[src/rtl/core/hotkey_chord_profile_switcher_macros.svh]
// Assertion macros used by the hotkey chord profile switcher top level.
`ifndef HOTKEY_CHORD_PROFILE_SWITCHER_MACROS_SVH
`define HOTKEY_CHORD_PROFILE_SWITCHER_MACROS_SVH

// Implication checked at every rising edge outside reset.
`define HCPS_ASSERT_IMPL(label, clk, rst, ante, cons, msg) \
   label: assert property (@(posedge clk) disable iff (rst) (ante) |-> (cons)) \
      else $error(msg);

// Invariant checked at every rising edge outside reset.
`define HCPS_ASSERT_ALWAYS(label, clk, rst, cond, msg) \
   label: assert property (@(posedge clk) disable iff (rst) (cond)) \
      else $error(msg);

`endif

[src/rtl/core/hcps_pkg.sv]
// Types and constants of the hotkey chord profile switcher.
package hcps_pkg;

   localparam int CTL_W      = 32;
   localparam int MOD_W      = 6;
   localparam int SEL_TBL_W  = 40;
   localparam int SEL_W      = 5;
   localparam int PROF_W     = 3;
   localparam int SEQ_W      = 31;
   localparam int TID_W      = 32;
   localparam int CSR_IDX_W  = 3;
   localparam int CSR_DATA_W = 40;
   localparam int MAX_PROFILES = 8;

   localparam logic [TID_W-1:0]     ID_FLAG  = 32'h8000_0000;
   localparam logic [SEQ_W-1:0]     SEQ_MAX  = 31'h7fff_ffff;
   localparam logic [SEQ_W-1:0]     SEQ_INIT = 31'd1;
   localparam logic [MOD_W-1:0]     MOD_NONE = 6'd32;
   localparam logic [SEL_TBL_W-1:0] SEL_TBL_INIT = 40'hff_ffff_ffff;

   localparam logic [CSR_IDX_W-1:0] CSR_MODIFIER      = 3'd0;
   localparam logic [CSR_IDX_W-1:0] CSR_SELECTOR_TBL  = 3'd1;
   localparam logic [CSR_IDX_W-1:0] CSR_CYCLE_CHORD   = 3'd2;
   localparam logic [CSR_IDX_W-1:0] CSR_MOTION_CHORD  = 3'd3;
   localparam logic [CSR_IDX_W-1:0] CSR_DEF_CYCLE     = 3'd4;
   localparam logic [CSR_IDX_W-1:0] CSR_DEF_MOTION    = 3'd5;
   localparam logic [CSR_IDX_W-1:0] CSR_ACTIVE_PROF   = 3'd6;

   // Chord detection result for one sample.
   typedef struct packed {
      logic [CTL_W-1:0]  selectors;
      logic [CTL_W-1:0]  pressed;
      logic [CTL_W-1:0]  modifier;
      logic [CTL_W-1:0]  chord;
      logic [CTL_W-1:0]  consumed;
      logic              direct;
      logic              cycle;
      logic              motion;
      logic              multi;
      logic [PROF_W-1:0] direct_target;
   } det_type;

endpackage

[src/rtl/core/hcps_req_if.sv]
// Request channel: one controller sample per beat.
interface hcps_req_if
   import hcps_pkg::*;
();
   logic             valid;
   logic             ready;
   logic             action;
   logic [CTL_W-1:0] controls;
   logic             service_busy;

   modport source (output valid, action, controls, service_busy, input ready);
   modport sink   (input valid, action, controls, service_busy, output ready);
endinterface

[src/rtl/core/hcps_rsp_if.sv]
// Response channel: one result per sample beat.
interface hcps_rsp_if
   import hcps_pkg::*;
();
   logic              valid;
   logic              ready;
   logic [CTL_W-1:0]  consumed;
   logic              activate;
   logic [PROF_W-1:0] target_profile;
   logic [TID_W-1:0]  txn_id;
   logic              toggle_motion;

   modport source (output valid, consumed, activate, target_profile, txn_id,
                   toggle_motion, input ready);
   modport sink   (input valid, consumed, activate, target_profile, txn_id,
                   toggle_motion, output ready);
endinterface

[src/rtl/core/hcps_detect.sv]
// Chord detection: selector set, modifier, chord matches and consumed mask.
module hcps_detect
   import hcps_pkg::*;
#(
   parameter int PROFILE_COUNT = 8,
   parameter int BUTTON_COUNT  = 16,
   parameter int CONTROL_COUNT = 32
) (
   input  logic [CTL_W-1:0]     controls,
   input  logic [MOD_W-1:0]     modifier_index,
   input  logic [SEL_TBL_W-1:0] selector_table,
   input  logic [CTL_W-1:0]     cyc_cfg,
   input  logic [CTL_W-1:0]     mot_cfg,
   input  logic [CTL_W-1:0]     cyc_dflt,
   input  logic [CTL_W-1:0]     mot_dflt,
   output det_type              det
);

   localparam int NPROF = (PROFILE_COUNT < MAX_PROFILES) ? PROFILE_COUNT : MAX_PROFILES;

   logic [SEL_W-1:0] sel;
   logic [CTL_W-1:0] cyc;
   logic [CTL_W-1:0] mot;

   always_comb begin
      det = '0;
      sel = '0;
      for (int p = 0; p < NPROF; p++) begin
         sel = selector_table[SEL_W*p +: SEL_W];
         if (sel < SEL_W'(BUTTON_COUNT)) begin
            det.selectors[sel[3:0]] = 1'b1;
         end
      end
      if (modifier_index < MOD_W'(CONTROL_COUNT)) begin
         det.modifier = CTL_W'(1) << modifier_index[4:0];
      end
      det.pressed = controls & det.selectors;
      det.direct  = ((controls & det.modifier) != '0) && (det.pressed != '0);
      det.multi   = (det.pressed & (det.pressed - CTL_W'(1))) != '0;

      cyc = (cyc_cfg != '0) ? cyc_cfg : cyc_dflt;
      mot = (mot_cfg != '0) ? mot_cfg : mot_dflt;
      det.cycle  = (cyc != '0) && ((controls & cyc) == cyc);
      det.motion = (mot != '0) && ((controls & mot) == mot);

      det.consumed = (det.direct ? (det.modifier | det.pressed) : '0) |
                     (det.cycle ? cyc : '0) | (det.motion ? mot : '0);
      det.chord = det.direct ? (det.modifier | det.pressed) : det.cycle ? cyc : mot;

      // lowest table position whose button is pressed wins
      for (int p = NPROF - 1; p >= 0; p--) begin
         sel = selector_table[SEL_W*p +: SEL_W];
         if (sel < SEL_W'(BUTTON_COUNT) && det.pressed[sel[3:0]]) begin
            det.direct_target = PROF_W'(p);
         end
      end
   end

endmodule

[src/rtl/core/hotkey_chord_profile_switcher.sv]
// Hotkey chord profile switcher top level.
//
// req_ch carries one controller sample per beat (action, controls,
// service_busy); rsp_ch returns exactly one result beat per sample
// (consumed, activate, target_profile, txn_id, toggle_motion).
// Both use valid/ready; a beat moves when both are high.
// The csr_ port writes one register per cycle with csr_we high; write
// only while no sample is in flight.
// An accepted sample passes the input register and then the result
// register before it shows on rsp_ch. Throughput: one sample per cycle
// while rsp_ch does not stall. A sample sits in the input register, chord
// logic and the state update run in the cycle that moves it into the
// result register, so the next sample sees the updated state. When rsp_ch
// stalls, the result register holds and one more sample is taken into
// the input register; req_ch.ready then drops until the result drains.
// Reset (synchronous, active high) empties both registers, loads the
// register defaults and returns the chord state to idle with the
// transaction sequence at 1.
module hotkey_chord_profile_switcher
   import hcps_pkg::*;
#(
   parameter int PROFILE_COUNT = 8,
   parameter int BUTTON_COUNT  = 16,
   parameter int CONTROL_COUNT = 32
) (
   input  logic                  clock,
   input  logic                  reset,
   hcps_req_if.sink              req_ch,
   hcps_rsp_if.source            rsp_ch,
   input  logic                  csr_we,
   input  logic [CSR_IDX_W-1:0]  csr_index,
   input  logic [CSR_DATA_W-1:0] csr_wdata
);

`include "hotkey_chord_profile_switcher_macros.svh"

   localparam logic [PROF_W:0] PROF_CNT = (PROF_W+1)'(PROFILE_COUNT);

   // configuration
   logic [MOD_W-1:0]     mod_idx_ff;
   logic [SEL_TBL_W-1:0] sel_tbl_ff;
   logic [CTL_W-1:0]     cyc_chord_ff;
   logic [CTL_W-1:0]     mot_chord_ff;
   logic [CTL_W-1:0]     def_cyc_ff;
   logic [CTL_W-1:0]     def_mot_ff;
   logic [PROF_W-1:0]    active_ff;

   // input register
   logic             in_vld_ff;
   logic             in_act_ff;
   logic [CTL_W-1:0] in_ctl_ff;
   logic             in_busy_ff;

   // chord state
   logic [CTL_W-1:0]  held_ff, held_in;
   logic [CTL_W-1:0]  rel_ff, rel_in;
   logic [CTL_W-1:0]  hsel_ff, hsel_in;
   logic              rd_ff, rd_in;
   logic [PROF_W-1:0] tgt_ff, tgt_in;
   logic [TID_W-1:0]  cur_ff, cur_in;
   logic [CTL_W-1:0]  prev_ff;
   logic [SEQ_W-1:0]  seq_ff, seq_in;

   // result register
   logic              out_vld_ff;
   logic [CTL_W-1:0]  out_cons_ff, out_cons_in;
   logic              out_act_ff, out_act_in;
   logic [PROF_W-1:0] out_tgt_ff, out_tgt_in;
   logic [TID_W-1:0]  out_tid_ff, out_tid_in;
   logic              out_tog_ff, out_tog_in;

   logic              advance;
   logic              req_fire;
   det_type           det;
   logic [CTL_W-1:0]  prev;
   logic [CTL_W-1:0]  part;
   logic              released;
   logic              finished;
   logic              do_try;
   logic              go;
   logic [PROF_W:0]   next_sum;
   logic [PROF_W-1:0] next_prof;

   assign advance      = in_vld_ff && (!out_vld_ff || rsp_ch.ready);
   assign req_ch.ready = !in_vld_ff || advance;
   assign req_fire     = req_ch.valid && req_ch.ready;

   hcps_detect #(
      .PROFILE_COUNT (PROFILE_COUNT),
      .BUTTON_COUNT  (BUTTON_COUNT),
      .CONTROL_COUNT (CONTROL_COUNT)
   ) u_detect (
      .controls       (in_ctl_ff),
      .modifier_index (mod_idx_ff),
      .selector_table (sel_tbl_ff),
      .cyc_cfg        (cyc_chord_ff),
      .mot_cfg        (mot_chord_ff),
      .cyc_dflt       (def_cyc_ff),
      .mot_dflt       (def_mot_ff),
      .det            (det)
   );

   // (active + 1) mod PROFILE_COUNT; the sum is at most 8, so a few subtracts do
   always_comb begin
      next_sum = {1'b0, active_ff} + (PROF_W+1)'(1);
      for (int i = 0; i < 4; i++) begin
         if (next_sum >= PROF_CNT) begin
            next_sum = next_sum - PROF_CNT;
         end
      end
      next_prof = next_sum[PROF_W-1:0];
   end

   always_comb begin
      rd_in   = in_act_ff ? 1'b1 : rd_ff;
      cur_in  = in_act_ff ? '0 : cur_ff;
      prev    = in_act_ff ? in_ctl_ff : prev_ff;
      held_in = held_ff;
      rel_in  = rel_ff;
      hsel_in = hsel_ff;
      tgt_in  = tgt_ff;
      seq_in  = seq_ff;
      part    = held_ff & ~hsel_ff;
      released = 1'b0;
      finished = 1'b0;
      do_try   = 1'b0;
      go       = 1'b0;
      out_cons_in = det.consumed;
      out_act_in  = 1'b0;
      out_tgt_in  = '0;
      out_tid_in  = '0;
      out_tog_in  = 1'b0;

      if (held_ff != '0) begin
         out_cons_in = out_cons_in | held_ff | (in_ctl_ff & hsel_ff);
         if (hsel_ff != '0) begin
            released = ((in_ctl_ff & rel_ff) == '0) ||
                       !((part != '0) && ((in_ctl_ff & part) == part));
         end else begin
            released = (in_ctl_ff & held_ff) != held_ff;
         end
         if (released) begin
            held_in = '0;
            rel_in  = '0;
            hsel_in = '0;
            rd_in   = 1'b1;
            cur_in  = '0;
         end else begin
            if ((in_ctl_ff & held_ff) == held_ff) begin
               do_try = 1'b1;
            end else begin
               rd_in = 1'b1;
            end
            finished = 1'b1;
         end
      end

      if (!finished && (det.direct || det.cycle || det.motion)) begin
         held_in = det.chord;
         rel_in  = det.direct ? det.pressed : det.chord;
         hsel_in = det.direct ? det.selectors : '0;
         rd_in   = 1'b1;
         // fresh press only: chord not fully held on the previous sample
         if ((prev & det.chord) != det.chord) begin
            go = 1'b1;
            if (det.direct) begin
               if (det.multi) begin
                  go = 1'b0;
               end else begin
                  tgt_in = det.direct_target;
               end
            end else if (det.cycle) begin
               tgt_in = next_prof;
            end else begin
               out_tog_in = 1'b1;
               go = 1'b0;
            end
            if (go) begin
               rd_in  = 1'b0;
               cur_in = ID_FLAG | TID_W'(seq_ff);
               seq_in = (seq_ff >= SEQ_MAX) ? SEQ_INIT : seq_ff + SEQ_INIT;
               do_try = 1'b1;
            end
         end
      end

      if (do_try && !rd_in) begin
         if (tgt_in == active_ff) begin
            rd_in = 1'b1;
         end else begin
            out_act_in = 1'b1;
            out_tgt_in = tgt_in;
            out_tid_in = cur_in;
            if (!in_busy_ff) begin
               rd_in = 1'b1;
            end
         end
      end
   end

   always_ff @(posedge clock) begin
      if (reset) begin
         in_vld_ff    <= 1'b0;
         out_vld_ff   <= 1'b0;
         mod_idx_ff   <= MOD_NONE;
         sel_tbl_ff   <= SEL_TBL_INIT;
         cyc_chord_ff <= '0;
         mot_chord_ff <= '0;
         def_cyc_ff   <= '0;
         def_mot_ff   <= '0;
         active_ff    <= '0;
         held_ff      <= '0;
         rel_ff       <= '0;
         hsel_ff      <= '0;
         rd_ff        <= 1'b1;
         tgt_ff       <= '0;
         cur_ff       <= '0;
         prev_ff      <= '0;
         seq_ff       <= SEQ_INIT;
      end else begin
         if (csr_we) begin
            case (csr_index)
               CSR_MODIFIER:     mod_idx_ff   <= csr_wdata[MOD_W-1:0];
               CSR_SELECTOR_TBL: sel_tbl_ff   <= csr_wdata[SEL_TBL_W-1:0];
               CSR_CYCLE_CHORD:  cyc_chord_ff <= csr_wdata[CTL_W-1:0];
               CSR_MOTION_CHORD: mot_chord_ff <= csr_wdata[CTL_W-1:0];
               CSR_DEF_CYCLE:    def_cyc_ff   <= csr_wdata[CTL_W-1:0];
               CSR_DEF_MOTION:   def_mot_ff   <= csr_wdata[CTL_W-1:0];
               CSR_ACTIVE_PROF:  active_ff    <= csr_wdata[PROF_W-1:0];
               default: ;
            endcase
         end
         if (req_fire) begin
            in_vld_ff <= 1'b1;
         end else if (advance) begin
            in_vld_ff <= 1'b0;
         end
         if (advance) begin
            out_vld_ff <= 1'b1;
            held_ff    <= held_in;
            rel_ff     <= rel_in;
            hsel_ff    <= hsel_in;
            rd_ff      <= rd_in;
            tgt_ff     <= tgt_in;
            cur_ff     <= cur_in;
            prev_ff    <= in_ctl_ff;
            seq_ff     <= seq_in;
         end else if (rsp_ch.ready) begin
            out_vld_ff <= 1'b0;
         end
      end
   end

   // payload registers
   always_ff @(posedge clock) begin
      if (req_fire) begin
         in_act_ff  <= req_ch.action;
         in_ctl_ff  <= req_ch.controls;
         in_busy_ff <= req_ch.service_busy;
      end
      if (advance) begin
         out_cons_ff <= out_cons_in;
         out_act_ff  <= out_act_in;
         out_tgt_ff  <= out_tgt_in;
         out_tid_ff  <= out_tid_in;
         out_tog_ff  <= out_tog_in;
      end
   end

   assign rsp_ch.valid          = out_vld_ff;
   assign rsp_ch.consumed       = out_cons_ff;
   assign rsp_ch.activate       = out_act_ff;
   assign rsp_ch.target_profile = out_tgt_ff;
   assign rsp_ch.txn_id         = out_tid_ff;
   assign rsp_ch.toggle_motion  = out_tog_ff;

   `HCPS_ASSERT_IMPL(a_issue_id, clock, reset, out_vld_ff && out_act_ff,
      out_tid_ff[TID_W-1] && (out_tgt_ff != active_ff), "issued request lacks id or is a no-op")
   `HCPS_ASSERT_IMPL(a_idle_zero, clock, reset, out_vld_ff && !out_act_ff,
      (out_tid_ff == '0) && (out_tgt_ff == '0), "id or target set without a request")
   `HCPS_ASSERT_ALWAYS(a_seq_nonzero, clock, reset, seq_ff != '0,
      "sequence counter reached zero")
   `HCPS_ASSERT_IMPL(a_held_clear, clock, reset, held_ff == '0,
      (rel_ff == '0) && (hsel_ff == '0), "release state left without a held chord")

endmodule

[src/flat_wrapper.sv]
// flat-port wrapper written by rule: the top's interface ports become plain ports
module hotkey_chord_profile_switcher_flat import hcps_pkg::*;
#(
   parameter int PROFILE_COUNT = 8,
   parameter int BUTTON_COUNT  = 16,
   parameter int CONTROL_COUNT = 32
)
  (clock, reset, csr_we, csr_index, csr_wdata, req_ch_valid, req_ch_action, req_ch_controls, req_ch_service_busy, req_ch_ready, rsp_ch_valid, rsp_ch_consumed, rsp_ch_activate, rsp_ch_target_profile, rsp_ch_txn_id, rsp_ch_toggle_motion, rsp_ch_ready);
  hcps_req_if req_ch_i ();
  hcps_rsp_if rsp_ch_i ();
  input  logic clock;
  input  logic reset;
  input  logic csr_we;
  input  logic [CSR_IDX_W-1:0] csr_index;
  input  logic [CSR_DATA_W-1:0] csr_wdata;
  input wire logic [$bits(req_ch_i.valid)-1:0] req_ch_valid;
  input wire logic [$bits(req_ch_i.action)-1:0] req_ch_action;
  input wire logic [$bits(req_ch_i.controls)-1:0] req_ch_controls;
  input wire logic [$bits(req_ch_i.service_busy)-1:0] req_ch_service_busy;
  output wire logic [$bits(req_ch_i.ready)-1:0] req_ch_ready;
  output wire logic [$bits(rsp_ch_i.valid)-1:0] rsp_ch_valid;
  output wire logic [$bits(rsp_ch_i.consumed)-1:0] rsp_ch_consumed;
  output wire logic [$bits(rsp_ch_i.activate)-1:0] rsp_ch_activate;
  output wire logic [$bits(rsp_ch_i.target_profile)-1:0] rsp_ch_target_profile;
  output wire logic [$bits(rsp_ch_i.txn_id)-1:0] rsp_ch_txn_id;
  output wire logic [$bits(rsp_ch_i.toggle_motion)-1:0] rsp_ch_toggle_motion;
  input wire logic [$bits(rsp_ch_i.ready)-1:0] rsp_ch_ready;
  assign req_ch_i.valid = req_ch_valid;
  assign req_ch_i.action = req_ch_action;
  assign req_ch_i.controls = req_ch_controls;
  assign req_ch_i.service_busy = req_ch_service_busy;
  assign req_ch_ready = req_ch_i.ready;
  assign rsp_ch_valid = rsp_ch_i.valid;
  assign rsp_ch_consumed = rsp_ch_i.consumed;
  assign rsp_ch_activate = rsp_ch_i.activate;
  assign rsp_ch_target_profile = rsp_ch_i.target_profile;
  assign rsp_ch_txn_id = rsp_ch_i.txn_id;
  assign rsp_ch_toggle_motion = rsp_ch_i.toggle_motion;
  assign rsp_ch_i.ready = rsp_ch_ready;
  hotkey_chord_profile_switcher #(.PROFILE_COUNT(PROFILE_COUNT), .BUTTON_COUNT(BUTTON_COUNT), .CONTROL_COUNT(CONTROL_COUNT)) u_core (.clock(clock), .reset(reset), .req_ch(req_ch_i), .rsp_ch(rsp_ch_i), .csr_we(csr_we), .csr_index(csr_index), .csr_wdata(csr_wdata));
endmodule
[config.mk]
export PLATFORM = sky130hd
export DESIGN_NAME = hotkey_chord_profile_switcher_flat
export DESIGN_NICKNAME = d
export VERILOG_FILES = /design/src/rtl/core/hcps_pkg.sv /design/src/rtl/core/hcps_req_if.sv /design/src/rtl/core/hcps_rsp_if.sv /design/src/rtl/core/hcps_detect.sv /design/src/rtl/core/hotkey_chord_profile_switcher.sv /design/src/flat_wrapper.sv
export VERILOG_INCLUDE_DIRS = /design/src /design/src/rtl/core
export SDC_FILE = /design/constraint.sdc
export NUM_CORES = 1
export LEC_CHECK = 0
export ABC_AREA = 1
export BUFFER_PORTS_ARGS = -buffer_cell sky130_fd_sc_hd__buf_4
export CORE_MARGIN = 1.5
export CORE_UTILIZATION = 40
export CTS_CLUSTER_SIZE = 12
export DETAILED_ROUTE_END_ITERATION = 6
export HOLD_SLACK_MARGIN = 0.12
export PLACE_DENSITY_LB_ADDON = 0.05
export SLEW_MARGIN = 20
export SYNTH_ARGS = -nofsm -noshare
export SYNTH_HDL_FRONTEND = slang
export SYNTH_SLANG_ARGS = --single-unit
[constraint.sdc]
create_clock -name clock -period 12.6 [get_ports clock]
set_clock_uncertainty 0.15 [all_clocks]
set_input_delay 1.89 -clock clock [delete_from_list [all_inputs] [get_ports clock]]
set_output_delay 1.89 -clock clock [all_outputs]
set_load 0.05 [all_outputs]
==> flow_summary.json, run 1 <==
{
  "outcome": "finished clean",
  "ir_worst_vdd_uv": 126,
  "dr.pass1.iters": 7,
  "grt_pass1_vias": 24600,
  "vias": 27100,
  "drt-total-wl_mm": 113,
  "yosys.area.top_type": "dfxtp_1",
  "clk_path_buf_depth": 3,
  "fin_crit_sh_pct": 59.6,
  "netlist-cell-type-count": 54,
  "core_um2": 60700,
  "cellPowerDensity_nw_per_um2": 147,
  "ios": 153,
  "cp.arrival_ps": 7800,
  "grt_pass1_wl_mm": 164,
  "cp.required_ps": 12890,
  "worst_skew_pair.late_latency_ps": 630,
  "drt_iter0_drc": 3363,
  "antenna_found_initial": 2,
  "tritoncts": "yes",
  "post_cts_buffers": 0,
  "async_flop_share_pct": 0,
  "grtUsageTotal_pct": 34.8,
  "fmax_mhz": 133,
  "worst_slack_ps": 5090,
  "worstSetupPathType": "flip-flop to flip-flop",
  "ctsRootBufferMaster": "clkbuf_16",
  "core.rowCount": 90,
  "synth-edff-count": 103,
  "port_buffers": 152,
  "seq_area_um2": 10300,
  "critical_path.max_fanout": 85,
  "avgRoutedWirePerCell_um": 24.9,
  "layout_common_cells": "nand2_1 (877), nor2_1 (524), dfxtp_1 (358), inv_1 (327), o21ai_0 (320)",
  "areaGrowthSynthToFinish_pct": 13.8,
  "dpl-instance-area_um2": 26300,
  "ys_warn_count": 0,
  "synth_seq_cells": 461,
  "hpwl_mm": 82.4,
  "htreeDepth": 2,
  "layout.nets": 3792,
  "nFillCells": 6244,
  "post-route-drc-count": 0,
  "syn_inst": 3645,
  "worst-slew-pin-transition_ps": 1120,
  "leakage_uw": 0.0121,
  "fin_crit_ps": 7510,
  "routed_via_density": 5.96,
  "gp_congestion": 1.01,
  "overflow": 0,
  "hp-class": "flip-flop to flip-flop",
  "rsz0062_at_grt": "no",
  "synth_top_flop_cell": "dfxtp_1",
  "finalHoldViolCount": 0,
  "multi_input_area_um2": 12400,
  "syn_avg_cell_area_um2": 6.78,
  "design_area_um2": 28100,
  "layout_commonest_cell": "nand2_1",
  "start_kind": "flip-flop",
  "grt_max_degree": 121,
  "cts_buffers": 54,
  "synth.top_cell.area_share_pct": 29.0,
  "cts_sinks": 461,
  "die-area_um2": 63300,
  "die_height_um": 252,
  "preCtsSetupSlack_ps": 5360,
  "crit_path_end_kind": "flip-flop",
  "die_w_um": 252,
  "ys_seq_area_share_pct": 41.5,
  "cts_hold_buf": 0,
  "path_clk_slew_ps": 60,
  "initial_core_util_pct": 40.7,
  "ant_nets": 0,
  "synth.area.top_cells": "dfxtp_1 (29%), nand2_1 (13%), edfxtp_1 (13%), nor2_1 (8.0%), o21ai_0 (6.5%)",
  "slew_headroom_pct": 24.7,
  "cts_resized": 0,
  "slew_viol_final": 0,
  "final.setup.tns_ps": 0,
  "setup_viol": 0,
  "drv_cap": 0,
  "synth_nets": 3729,
  "syn-cell-area_um2": 24700,
  "drive_gt1_share_pct": 8.39
}
-- layout make-up --
type	instances	area share, %
well taps	782	3.48
flip-flops and latches	461	36.5
inverters	358	4.82
clock buffers	81	5.58
repair buffers	174	4.69
clock inverters	21	0.787
diodes	3	0.0267
multi-input cells	2659	44.2
-- synthesized netlist by cell type (11+ instances only) --
cell        n
o211ai_1   92
dfxtp_1   358
buf_2      19
nand3b_1   12
nand3_1   194
o21ai_0   320
buf_1      12
a211oi_1   14
inv_2      14
clkinv_1   11
nor3_1     45
o21ai_1    16
nor4_1     35
nand4_1    63
nand2_1   877
clkbuf_1  122
edfxtp_1  103
o22ai_1    67
nor2_1    529
a21oi_1   296
inv_1     332
-- power breakdown --
part           total (uW)  switching (uW)  internal, uW
logic                 886             670           215
registers            1660            72.0          1590
clock network        1600             674           925
-- flip-flops by register name, summed over array words and instances (netlist names), 31 cells and up --
| register | cells |
|---|---|
| u_core.cur_ff | 32 |
| u_core.cyc_chord_ff | 32 |
| u_core.def_cyc_ff | 32 |
| u_core.def_mot_ff | 32 |
| u_core.held_ff | 32 |
| u_core.in_ctl_ff | 32 |
| u_core.mot_chord_ff | 32 |
| u_core.prev_ff | 32 |
| u_core.rel_ff | 32 |
| u_core.rsp_ch.consumed | 32 |
| u_core.rsp_ch.txn_id | 32 |
| u_core.sel_tbl_ff | 40 |
| u_core.seq_ff | 31 |
-- per-stage QoR --
step / std cells / total power (uW) / hold WS (ps) / utilization, %
after floorplan: 3645 / 2230 / 280 / -
after global placement: 4433 / 2540 / 292 / 43.3
after detailed placement: 4434 / 2550 / 298 / 43.4
after CTS: 4536 / 4140 / 306 / 46.3
after global routing: 4536 / 4290 / 329 / 46.3
final: 4539 / 4150 / 305 / 46.4
-- metal layers --
layer | part of all wire [%] | vias to the layer above | track usage (%)
met1 | 42 | 12800 | 48.1
met2 | 42 | 1571 | 51.9
li1 | - | 12300 | -
met5 | 0.012 | - | 0
met4 | 4.6 | 2 | 14.5
met3 | 11 | 298 | 8.33
-- final timing paths --
| check | from | end | slack (ps) | cells after the start |
|---|---|---|---|---|
| worst max-delay path | u_core.sel_tbl_ff[12] | u_core.rsp_ch.target_profile[0] | 5090 | 27 |
| worst min-delay path | u_core.def_cyc_ff[28] | u_core.def_cyc_ff[28] | 300 | 2 |
| worst max register to register | u_core.sel_tbl_ff[12] | u_core.rsp_ch.target_profile[0] | 5090 | 27 |
| worst min register to register | u_core.def_cyc_ff[28] | u_core.def_cyc_ff[28] | 300 | 2 |
-- critical path, stage by stage, from the launching register on --
cell and delay, ps:
dfxtp_1 540, nor2_1 120, inv_1 200, o21ai_0 160
nor2_1 300, nand2_1 130, nand2_1 460, nand2_1 140
clkinv_1 90, nand2_1 60, nor2_1 180, nand3_2 220
nand2_2 100, buf_4 770, inv_2 730, nand2_1 270
nand3_1 100, nand2_1 130, nor2_1 60, nand2_1 90
nor2_2 60, nand2_4 100, nand2_4 90, nor2_4 170
clkinv_2 610, a21oi_1 440, nand2_2 500, a21oi_1 290
-- cells by family after synthesis --
group / count (synthesis) / synth area share [%]
compound gates: 855 / 19.4
xor+xnor: 9 / 0.319
fa+ha+maj: 3 / 0.142
buf+inv: 525 / 8.38
flops: 461 / 41.5
simple gates: 1792 / 30.2
No activity file was read; power rests on OpenSTA's default activity.
==> run 2, diff against run 1 <==
Clock period 12.6 ns to 7.2 ns, I/O delays scaled along.
==> run 2 against run 1 <==
- via count fell by 0.30%
- count of clock-buffer cells in the layout fell by 9
- flip-flop and latch count did not move
- routed wire length rose by 1.5%
- non-clock buffer count rose by 18
- sequential share of layout area fell by 0.091 points
- register-to-register slack got worse by 4000 ps
- critical path type unchanged
- critical endpoint is now u_core.rsp_ch.txn_id[1]
- largest cell class unchanged
- highest routed layer is now met4
==> flow_summary.json, run 2 (synthesized netlist as in run 1, its figures left out) <==
{
  "die-area_um2": 63300,
  "slew_headroom_pct": 19.4,
  "largest_reg_flops": 40,
  "preCtsSetupSlack_ps": 1200,
  "critical_path.max_fanout": 36,
  "gp_congestion": 1.04,
  "worst-slew-pin-transition_ps": 1210,
  "nFillCells": 6270,
  "worstHoldStart": "u_core.def_cyc_ff[28]",
  "worstHoldEndpoint": "u_core.def_cyc_ff[28]",
  "grt_pass1_vias": 24800,
  "core.rowCount": 90,
  "routed_via_density": 5.92,
  "drt-total-wl_mm": 115,
  "vias": 27000,
  "grt_pass1_wl_mm": 165,
  "ir_worst_vdd_uv": 176,
  "finalHoldViolCount": 0,
  "drive_gt1_share_pct": 8.75,
  "r2r_end": "u_core.rsp_ch.txn_id[1]",
  "htreeDepth": 2,
  "fin_crit_sh_pct": 85.6,
  "fmax_mhz": 162,
  "slowest_delay_ps": 630,
  "cp.arrival_ps": 6370,
  "seq_area_um2": 10300,
  "multi_input_area_um2": 12400,
  "fin_crit_ps": 6160,
  "reg2reg_depth": 32,
  "start_kind": "flip-flop",
  "worst_path_dominant_cell_family": "simple AND/OR/NAND/NOR gates",
  "tritoncts": "yes",
  "cts_hold_buf": 0,
  "ant_nets": 0,
  "cp.required_ps": 7400,
  "final.setup.tns_ps": 0,
  "hpwl_mm": 84.9,
  "core_um2": 60700,
  "overflow": 0,
  "r2r-start": "u_core.cyc_chord_ff[8]",
  "regMostFlops": "u_core.sel_tbl_ff",
  "cts_resized": 0,
  "ctsRootBufferMaster": "clkbuf_16",
  "antenna_found_initial": 3,
  "cellPowerDensity_nw_per_um2": 255,
  "design_area_um2": 28200,
  "path_clk_slew_ps": 60,
  "crit_path_end_kind": "flip-flop",
  "worstSetupPathType": "flip-flop to flip-flop",
  "setup_viol": 0,
  "grt_max_degree": 115,
  "post_cts_buffers": 0,
  "initial_core_util_pct": 40.7,
  "cts_buffers": 53,
  "whs_path_depth": 2,
  "path_buf_inv": 3,
  "cp_slowest_cell": "nand3_2",
  "outcome": "finished clean",
  "dr.pass1.iters": 7,
  "critPathMostFrequentCell": "nand2_1",
  "drt_iter0_drc": 3061,
  "hp-class": "flip-flop to flip-flop",
  "r2r_slack_ps": 1040,
  "layout_commonest_cell": "nand2_1",
  "worst_skew_pair.late_latency_ps": 650,
  "leakage_uw": 0.0121,
  "post-route-drc-count": 0,
  "layout_common_cells": "nand2_1 (877), nor2_1 (524), dfxtp_1 (358), inv_1 (327), o21ai_0 (320)",
  "slew_viol_final": 0,
  "grtUsageTotal_pct": 35.2,
  "dpl-instance-area_um2": 26500,
  "cts_sinks": 461,
  "ios": 153,
  "clk_path_buf_depth": 3,
  "die_w_um": 252,
  "port_buffers": 152,
  "avgRoutedWirePerCell_um": 25.1,
  "worst_slack_ps": 1040,
  "die_height_um": 252,
  "areaGrowthSynthToFinish_pct": 14.1,
  "drv_cap": 0,
  "finalHoldWorstSlack_ps": 306,
  "rsz0062_at_grt": "no",
  "layout.nets": 3809
}
==> run 2: changes by cell type in the layout (fill, tap and decap cells not counted), moves of 2 or more <==
cell      previous run  this run
diode_2              3         6
clkbuf_8             7         2
clkinv_1            12        15
clkinv_2            11        13
buf_4              173       190
clkinv_4             1         3
clkbuf_1            17        15
==> run 2: worst reg2reg max path, delay by kind of cell (launching register included) <==
family        cells  cell delay (ps)
simple gates     29             4540
flops             1              310
buf+inv           3              870
==> run 2: metal layers <==
metal,part of all wire [%],track usage (%)
met1,42,47.8
met5,0,0
met3,10,7.69
met2,43,54.0
met4,4.9,14.9
==> run 2: cell type report <==
class	instances	share of cell area (%)
diodes	6	0.0532
clock buffers	72	5.18
clock inverters	28	0.923
inverters	358	4.81
multi-input cells	2659	44.0
flip-flops and latches	461	36.4
well taps	782	3.47
repair buffers	192	5.17
==> run 2: how the worst max path moves through the flow <==
stage | startpoint | to | cells after the start
6_report | u_core.cyc_chord_ff[8] | u_core.rsp_ch.txn_id[1] | 32
5_1_grt | u_core.cyc_chord_ff[8] | u_core.rsp_ch.txn_id[2] | 32
4_1_cts | u_core.cyc_chord_ff[8] | u_core.rsp_ch.txn_id[3] | 32
3_5_place_dp | u_core.cyc_chord_ff[22] | u_core.rsp_ch.txn_id[9] | 32
3_3_place_gp | u_core.cyc_chord_ff[22] | u_core.rsp_ch.txn_id[1] | 32
2_1_floorplan | rsp_ch_ready | u_core.rsp_ch.activate | 7
==> run 2: power breakdown <==
group,internal [uW],leakage [uW],switching [uW]
combinational,392,0.00735,1190
clock,1510,0.000834,1190
sequential,2790,0.00393,118
==> run 2: metrics by stage <==
| stage | utilization (%) | power, uW | cells |
|---|---|---|---|
| floorplan | - | 3900 | 3645 |
| global placement | 43.6 | 4490 | 4452 |
| detailed placement | 43.6 | 4490 | 4452 |
| CTS | 46.4 | 7180 | 4552 |
| global route | 46.4 | 7420 | 4552 |
| finish | 46.5 | 7190 | 4558 |
